`src/sdqr_pkg.sv`:
```
`default_nettype none

package sdqr_pkg;

   localparam int WIDTH = 32;
   localparam int CNT_W = $clog2(WIDTH);
   localparam logic [CNT_W-1:0] LAST_STEP = CNT_W'(WIDTH - 1);

   typedef struct packed {
      logic signed [WIDTH-1:0] numerator;
      logic signed [WIDTH-1:0] denominator;
   } req_type;

   typedef struct packed {
      logic signed [WIDTH-1:0] quotient;
      logic signed [WIDTH-1:0] remainder;
      logic                    zero_divisor;
   } rsp_type;

   // controller -> datapath
   typedef struct packed {
      logic load;    // capture operands, take magnitudes
      logic step;    // one restoring step
      logic finish;  // sign fix-up into the result register
   } cmd_type;

   typedef enum logic [1:0] {
      ST_IDLE,
      ST_DIV,
      ST_FIX
   } state_type;

endpackage

`default_nettype wire

```
`src/sdqr_dpath.sv`:
```
`default_nettype none

module sdqr_dpath
   import sdqr_pkg::*;
(
   input  wire logic    clock,
   input  wire req_type req,
   input  wire cmd_type cmd,
   output rsp_type      rsp
);

   logic             n_neg_ff, n_neg_in;
   logic             d_neg_ff, d_neg_in;
   logic             zero_ff, zero_in;
   logic [WIDTH-1:0] mag_d_ff, mag_d_in;
   logic [WIDTH-1:0] rem_ff, rem_in;
   logic [WIDTH-1:0] quo_ff, quo_in;
   rsp_type          rsp_ff, rsp_in;

   logic [WIDTH-1:0] num_u, den_u;
   logic [WIDTH:0]   shifted, divisor_x, diff;
   logic             ge;
   logic [WIDTH-1:0] q_fix, r_fix;

   always_comb begin
      num_u = WIDTH'(req.numerator);
      den_u = WIDTH'(req.denominator);

      shifted   = {rem_ff, quo_ff[WIDTH-1]};
      divisor_x = {1'b0, mag_d_ff};
      diff      = shifted - divisor_x;
      ge        = (shifted >= divisor_x);

      q_fix = (n_neg_ff != d_neg_ff) ? ('0 - quo_ff) : quo_ff;
      r_fix = n_neg_ff ? ('0 - rem_ff) : rem_ff;

      n_neg_in = n_neg_ff;
      d_neg_in = d_neg_ff;
      zero_in  = zero_ff;
      mag_d_in = mag_d_ff;
      rem_in   = rem_ff;
      quo_in   = quo_ff;
      rsp_in   = rsp_ff;

      if (cmd.load) begin
         n_neg_in = num_u[WIDTH-1];
         d_neg_in = den_u[WIDTH-1];
         zero_in  = (den_u == '0);
         mag_d_in = den_u[WIDTH-1] ? ('0 - den_u) : den_u;
         quo_in   = num_u[WIDTH-1] ? ('0 - num_u) : num_u;
         rem_in   = '0;
      end else if (cmd.step) begin
         // remainder stays below the divisor, so the low WIDTH bits suffice
         rem_in = ge ? diff[WIDTH-1:0] : shifted[WIDTH-1:0];
         quo_in = {quo_ff[WIDTH-2:0], ge};
      end

      if (cmd.finish) begin
         rsp_in.quotient     = zero_ff ? '0 : q_fix;
         rsp_in.remainder    = zero_ff ? '0 : r_fix;
         rsp_in.zero_divisor = zero_ff;
      end
   end

   always_ff @(posedge clock) begin
      n_neg_ff <= n_neg_in;
      d_neg_ff <= d_neg_in;
      zero_ff  <= zero_in;
      mag_d_ff <= mag_d_in;
      rem_ff   <= rem_in;
      quo_ff   <= quo_in;
      rsp_ff   <= rsp_in;
   end

   assign rsp = rsp_ff;

endmodule

`default_nettype wire

```
`src/sdqr_ctrl.sv`:
```
`default_nettype none

module sdqr_ctrl
   import sdqr_pkg::*;
(
   input  wire logic clock,
   input  wire logic reset,
   input  wire logic req_valid,
   output logic      req_ready,
   output logic      rsp_valid,
   input  wire logic rsp_ready,
   output cmd_type   cmd
);

   state_type        state_ff, state_in;
   logic [CNT_W-1:0] cnt_ff, cnt_in;
   logic             rsp_valid_ff, rsp_valid_in;
   logic             out_free;

   // result register can take a new beat
   assign out_free = !rsp_valid_ff || rsp_ready;

   always_comb begin
      state_in = state_ff;
      cnt_in   = cnt_ff;
      case (state_ff)
         ST_IDLE: begin
            if (req_valid) begin
               state_in = ST_DIV;
               cnt_in   = '0;
            end
         end
         ST_DIV: begin
            cnt_in = cnt_ff + 1'b1;
            if (cnt_ff == LAST_STEP) begin
               state_in = ST_FIX;
            end
         end
         ST_FIX: begin
            if (out_free) begin
               state_in = ST_IDLE;
            end
         end
         default: begin
            state_in = ST_IDLE;
         end
      endcase
   end

   always_comb begin
      req_ready  = 1'b0;
      cmd.load   = 1'b0;
      cmd.step   = 1'b0;
      cmd.finish = 1'b0;
      case (state_ff)
         ST_IDLE: begin
            req_ready = 1'b1;
            cmd.load  = req_valid;
         end
         ST_DIV: begin
            cmd.step = 1'b1;
         end
         ST_FIX: begin
            cmd.finish = out_free;
         end
         default: begin
            req_ready = 1'b0;
         end
      endcase
      rsp_valid_in = cmd.finish ? 1'b1 : (rsp_valid_ff && !rsp_ready);
   end

   always_ff @(posedge clock) begin
      if (reset) begin
         state_ff     <= ST_IDLE;
         cnt_ff       <= '0;
         rsp_valid_ff <= 1'b0;
      end else begin
         state_ff     <= state_in;
         cnt_ff       <= cnt_in;
         rsp_valid_ff <= rsp_valid_in;
      end
   end

   assign rsp_valid = rsp_valid_ff;

endmodule

`default_nettype wire

```
`src/signed_divider_quotient_remainder.sv`:
```
// Signed divide, quotient truncated toward zero, remainder with the dividend's sign.
// The req beat loads the operands, then one restoring subtract/compare step runs per
// quotient bit, then a sign fix-up writes the result register and raises rsp_valid.
// One item at a time: no new req is taken before that fix-up, which waits while rsp stalls.
// A new req beat is taken while the previous result still waits in the output register.
// Synchronous active-high reset idles the controller and clears rsp_valid.
`default_nettype none

module signed_divider_quotient_remainder
   import sdqr_pkg::*;
(
   input  wire logic    clock,
   input  wire logic    reset,
   input  wire logic    req_valid,
   output logic         req_ready,
   input  wire req_type req,
   output logic         rsp_valid,
   input  wire logic    rsp_ready,
   output rsp_type      rsp
);

   cmd_type cmd;

   sdqr_ctrl u_ctrl (
      .clock     (clock),
      .reset     (reset),
      .req_valid (req_valid),
      .req_ready (req_ready),
      .rsp_valid (rsp_valid),
      .rsp_ready (rsp_ready),
      .cmd       (cmd)
   );

   sdqr_dpath u_dpath (
      .clock (clock),
      .req   (req),
      .cmd   (cmd),
      .rsp   (rsp)
   );

endmodule

`default_nettype wire

```
`config.mk`:
```
export PLATFORM = sky130hd
export DESIGN_NAME = signed_divider_quotient_remainder
export DESIGN_NICKNAME = d
export VERILOG_FILES = /design/src/sdqr_pkg.sv /design/src/sdqr_dpath.sv /design/src/sdqr_ctrl.sv /design/src/signed_divider_quotient_remainder.sv
export SDC_FILE = /design/constraint.sdc
export NUM_CORES = 1
export LEC_CHECK = 0
export CORE_ASPECT_RATIO = 1.1
export CORE_MARGIN = 2
export CORE_UTILIZATION = 30
export CTS_CLUSTER_SIZE = 30
export DETAILED_ROUTE_END_ITERATION = 8
export DONT_BUFFER_PORTS = 1
export GPL_ROUTABILITY_DRIVEN = 0
export PLACE_DENSITY = 0.5
export SLEW_MARGIN = 20
export SYNTH_ARGS = -nofsm -noshare
export SYNTH_HDL_FRONTEND = slang
export SYNTH_SLANG_ARGS = --single-unit
```
`constraint.sdc`:
```
create_clock -name clock -period 4.6 [get_ports clock]
set_clock_uncertainty 0.2 [all_clocks]
set_input_delay 0.23 -clock clock [delete_from_list [all_inputs] [get_ports clock]]
set_output_delay 0.23 -clock clock [all_outputs]
set_load 0.005 [all_outputs]
```
## Word-level counts from Yosys, hierarchy flattened

Index checks and enable logic that the tools add are counted.

- Bits of input ports: 68
- Bits in read-only memories: 0
- Bits in registers: 172
- Output and inout bits: 67
- RAM bits: 0
- Latch bits: 0
- Logic and storage cells: 55
- Memories: 0

- Order comparisons: 1
- Eq/ne operators: 7
- Multiply operators: 0
- Div/mod/pow operators: 0
- Bitwise logic cells: 0
- Reductions and logical operators: 10
- $add $sub $neg: 6
- Shift-type cells: 0
- Mux-type cells: 18

Operators by type and width:

| operator | number |
|---|---|
| $mux 32 | 6 |
| $sub 1x32->32 const A | 4 |
| $ge 33x32->1 | 1 |
| $logic_not 32->1 | 1 |
| $sub 32x32->32 | 1 |
| $mux 31 | 1 |
| $pmux 5 s2 | 1 |
| $mux 2 | 3 |
| $pmux 2 s3 | 1 |
| $add 5x1->5 const B | 1 |
| $eq 5x5->1 const B | 1 |
| $mux 1 | 5 |
| $mux 5 | 1 |
| $ne 2x1->1 const B | 2 |
| $reduce_bool 2->1 | 2 |
| $reduce_and 3->1 | 1 |
| $eq 2x1->1 const B | 1 |
| $eq 2x2->1 const B | 1 |
| $logic_not 1->1 | 2 |
| $logic_not 2->1 | 1 |
| $ne 2x2->1 const B | 1 |
| $reduce_and 2->1 | 1 |
| $logic_and 1x1->1 | 1 |
| $logic_or 1x1->1 | 1 |
| $ne 1x1->1 | 1 |

## Longest topological paths before layout

- Depth after elaboration: 4
- Depth in mapped cells: 14
- Mapped depth without buffers: 13

## Hierarchy

A second synthesis with hierarchy kept.

- Cells, all modules: 1163
- Area, all modules: 10900.5 um^2

By module, submodules not included:

| module | sequential area each (um^2) | times used | cells an instance | area an instance (um^2) |
|---|---|---|---|---|
| sdqr_dpath | 4604.4 | 1 | 1121 | 10513.8 |
| sdqr_ctrl | 160.2 | 1 | 42 | 386.6 |

## Worst setup path after synthesis

Ideal clock, no wire load.

- Kind: register to register
- Start point: reg u_ctrl.state_ff[0]
- End point: reg u_dpath.rsp_ff, in the netlist u_dpath.rsp[0], enable pin
- Period minus slack after synthesis: 4071 ps
- Cell stages (with the launch flop): 3
- Arrival time: 3375 ps
- Slack: 529 ps
- Path buffers: 0
- Required time: 3904 ps
- Cell sequence: dfxtp_1 -> nand2b_1 -> nor2b_1

RTL lines:

| what | RTL line | source |
|---|---|---|
| from (decl) | sdqr_ctrl.sv:15 | `state_type state_ff, state_in;` |
| from (signal assigned) | sdqr_ctrl.sv:79 | `state_ff <= state_in;` |
| to (signal assigned) | sdqr_dpath.sv:72 | `rsp_ff <= rsp_in;` |
| to (decl) | sdqr_dpath.sv:18 | `rsp_type rsp_ff, rsp_in;` |

## Final worst setup path

- Start point: in req[1] (netlist name)
- End point: reg u_dpath.mag_d_ff[30] (data pin)

- Cells in the longest elaborated chain, start to end: 2

Ends and longest elaborated chain:

| what | RTL line | source |
|---|---|---|
| from (decl) | signed_divider_quotient_remainder.sv:16 | `input wire req_type req,` |
| $sub 1x32->32 | sdqr_dpath.sv:49 | `mag_d_in = den_u[WIDTH-1] ? ('0 - den_u) : den_u;` |
| $mux 31 | sdqr_dpath.sv:49 |  |
| to (signal assigned) | sdqr_dpath.sv:69 | `mag_d_ff <= mag_d_in;` |
| to (decl) | sdqr_dpath.sv:15 | `logic [WIDTH-1:0] mag_d_ff, mag_d_in;` |

Every way passes these cells.
A chain may end at the register's enable or synchronous reset.

==> results.yml <==
critical_path:
  path_class: "primary input to register"
  critical_path.endpoint: "u_dpath.mag_d_ff[30]$_DFFE_PP_"
  r2r_end: "u_dpath.rem_ff[1]$_SDFFE_PP0P_"
  crit_required_ns: 4.58
  arrival_ns: 3.85
  r2r-start: "u_dpath.rem_ff[0]$_SDFFE_PP0P_"
  r2r_slack_ns: 0.89
  worstSetupStartpoint: "req[1]"
  crit_fanout: 5
  rr_worst_depth: 11
  worstSetupEndpointType: "register"
  critPathLaunchType: "primary input"
synth:
  postSynthAreaPerCell_sq_um: 9.430
  synth_warnings: 0
  synthFlopType: "edfxtp_1"
  synth_nets: 1216
  syn_area_sq_um: 10460
  ys_seq_area_share_pct: 45.56
  async_flop_share_pct: 0
  synthCells: 1109
  ys_ff_latch: 172
  synth_edf_count: 132
  synthDistinctLibCells: 55
global_routing:
  grt_pass1_vias: 8169
  grt-ovfl-total: 0
  grt_max_degree: 70
  grt_pass1_wl_microns: 43230
  grt.total_usage_pct: 15.07
  antenna_found_initial: 0
clock_network:
  cts_sinks: 172
  cts_buffer_depth: 2
  cts_setup_buffers: 0
  cts-root-buf: "clkbuf_16"
  path_clk_slew_ns: 0.07
  hold_buffers: 78
  cts_tree: "built"
  numCtsBuffers: 17
  cts.htree.levels: 4
  cts.repair.resized: 0
  clk_latency_ns: 0.44
floorplanning:
  dieHeight_microns: 199.8
  start_util_pct: 30.50
  core_sq_um: 34290
  die_w_microns: 182.0
  rows: 71
  io_pins: 135
  dieArea_sq_um: 36370
sta:
  setup_ws_ns: 0.7317
  setup_viol: 0
  clock.fmax_mhz: 258.5
  fin_tns_setup_ns: 0
  drv_slew: 0
  worst_pin_slew_ns: 1.023
  fin_crit_ns: 3.868
  hold_viol_final: 0
  grt_setup_unrepaired: "no"
  slew_headroom_pct: 31.46
  timing.final.crit_share_pct: 84.09
pwr:
  swShare_pct: 29.32
  p_leak_uw: 0.004721
  p_seq_share_pct: 46.6
  power_density_nw_per_um2: 322.8
  pwr-share-clk_pct: 35.7
  irDropWorstVdd_uv: 256.1
  p_total_uw: 3979
  p_switching_uw: 1167
  power_frac_comb_pct: 17.8
  power.internal_uw: 2812
finish:
  layout_common_cells: "edfxtp_1 (132), o21ai_0 (116), nand2_1 (115), nor2_1 (105), xor2_1 (79)"
  nFillCells: 3505
  area_delta_synth_final_pct: 17.89
  final_common_cell: "edfxtp_1"
  nets: 1276
  post-route-util_pct: 35.95
  fin_cells: 1620
  drive_gt1_share_pct: 5.584
  diodes: 0
detailed_routing:
  drt_pass1_iterations: 5
  first_iter_violations: 733
  drt_wl_total_microns: 26680
  drc: 0
  detail-route-antenna-nets: 0
  via_per_inst: 5.061
  wl_per_cell_microns: 16.47
  num_vias: 8199
flow_run:
  cap_violations: 0
placement:
  hpwlAfterDp_microns: 19240
  placed_cells: 1509
  io_buffers: 0
  post-place-ws_ns: 1.017
worst_hold_path:
  min_path_type: "primary input to register"
outcome:
  status: "completed"
==> cell type report <==
class	count	area (sq um)	share of cell area, %
Tap cell	438	548.0	4.445
Clock inverter	15	150.1	1.218
Timing Repair Buffer	91	905.9	7.348
Multi-Input combinational cell	836	5343	43.34
Inverter	51	191.4	1.553
Clock buffer	17	425.4	3.451
Sequential cell	172	4765	38.65
==> power by group through the flow <==
stage                     clock [uW]  combinational (uW)  sequential [uW]
after floorplan                    0                 500             1870
after global placement             0                 625             1890
after detailed placement           0                 625             1890
after CTS                       1460                 706             1860
after global routing            1520                 803             1860
final                           1420                 706             1850
==> worst max-delay path, stage by stage <==
cell and delay, ns:
dlygate4sd3_1 0.54, inv_1 0.07, ha_1 0.15, nand2b_1 0.12, nor4_1 0.35, nand2_1 0.16
or4_1 0.48, or3_1 0.38, or3_1 0.40, o41ai_1 0.32, xnor2_1 0.10, dlygate4sd3_1 0.55
==> cells in the mapped netlist, drive strengths merged, types with 16 or more instances <==
| master | instances | share of area (%) |
|---|---|---|
| o31ai | 28 | 2.1 |
| nor3 | 18 | 0.86 |
| nand2 | 116 | 4.2 |
| nor2 | 105 | 3.8 |
| or4 | 18 | 1.4 |
| o21ai | 117 | 5.6 |
| inv | 50 | 1.8 |
| nand3 | 16 | 0.77 |
| or3 | 28 | 1.8 |
| dfxtp | 40 | 7.7 |
| ha | 38 | 4.5 |
| edfxtp | 132 | 38 |
| a21oi | 67 | 3.2 |
| xor2 | 79 | 6.6 |
| xnor2 | 65 | 5.4 |
| clkbuf | 43 | 1.5 |
| a21o | 16 | 1.1 |
==> metal layers <==
layer / share of wire, % / wire length [microns] / GRT usage [%] / vias up
li1: - / - / - / 4111
met1: 46 / 12350 / 20.28 / 3840
met2: 45 / 12120 / 24.60 / 220
met3: 6.7 / 1779 / 3.139 / 28
met4: 1.6 / 431 / 4.331 / 0
met5: 0 / 0 / 0 / -
==> sequential cells by signal (all words and copies together) (netlist names) <==
register	flops
u_dpath.n_neg_ff	1
u_dpath.mag_d_ff	32
u_ctrl.rsp_valid	1
u_dpath.quo_ff	32
u_ctrl.cnt_ff	5
u_dpath.zero_ff	1
u_ctrl.state_ff	2
u_dpath.d_neg_ff	1
u_dpath.rsp	65
u_dpath.rem_ff	32
==> logic make-up after synthesis <==
kind of cell    Yosys count  synth area share, %
xor+xnor                144                12.06
compound gates          283                16.40
mux                      15                1.436
fa+ha+maj                39                4.738
buf+inv                 101                3.625
simple gates            355                16.18
flops                   172                45.56
==> per-stage QoR <==
stage,hold WS (ns),instance area [sq um]
6_report,0.01901,12330
5_1_grt,0.009193,12330
4_1_cts,0.001131,12310
3_5_place_dp,0.1026,10950
3_3_place_gp,0.1020,10950
2_1_floorplan,0.1289,10460
==> worst min path at each step <==
stage / startpoint / end / slack [ns] / depth (start not counted)
after CTS: req[4] / u_dpath.mag_d_ff[7]$_DFFE_PP_ / 0.001 / 3
final: req[63] / u_dpath.quo_ff[27]$_DFFE_PP_ / 0.02 / 3
after global routing: req[59] / u_dpath.quo_ff[31]$_DFFE_PP_ / 0.009 / 2
after detailed placement: reset / u_ctrl.rsp_valid$_SDFF_PP0_ / 0.10 / 1
after global placement: reset / u_ctrl.cnt_ff[4]$_SDFFE_PP0P_ / 0.10 / 1
after floorplan: req[31] / u_dpath.d_neg_ff$_DFFE_PP_ / 0.13 / 0
Note: power is estimated with default switching activity, not from simulation.
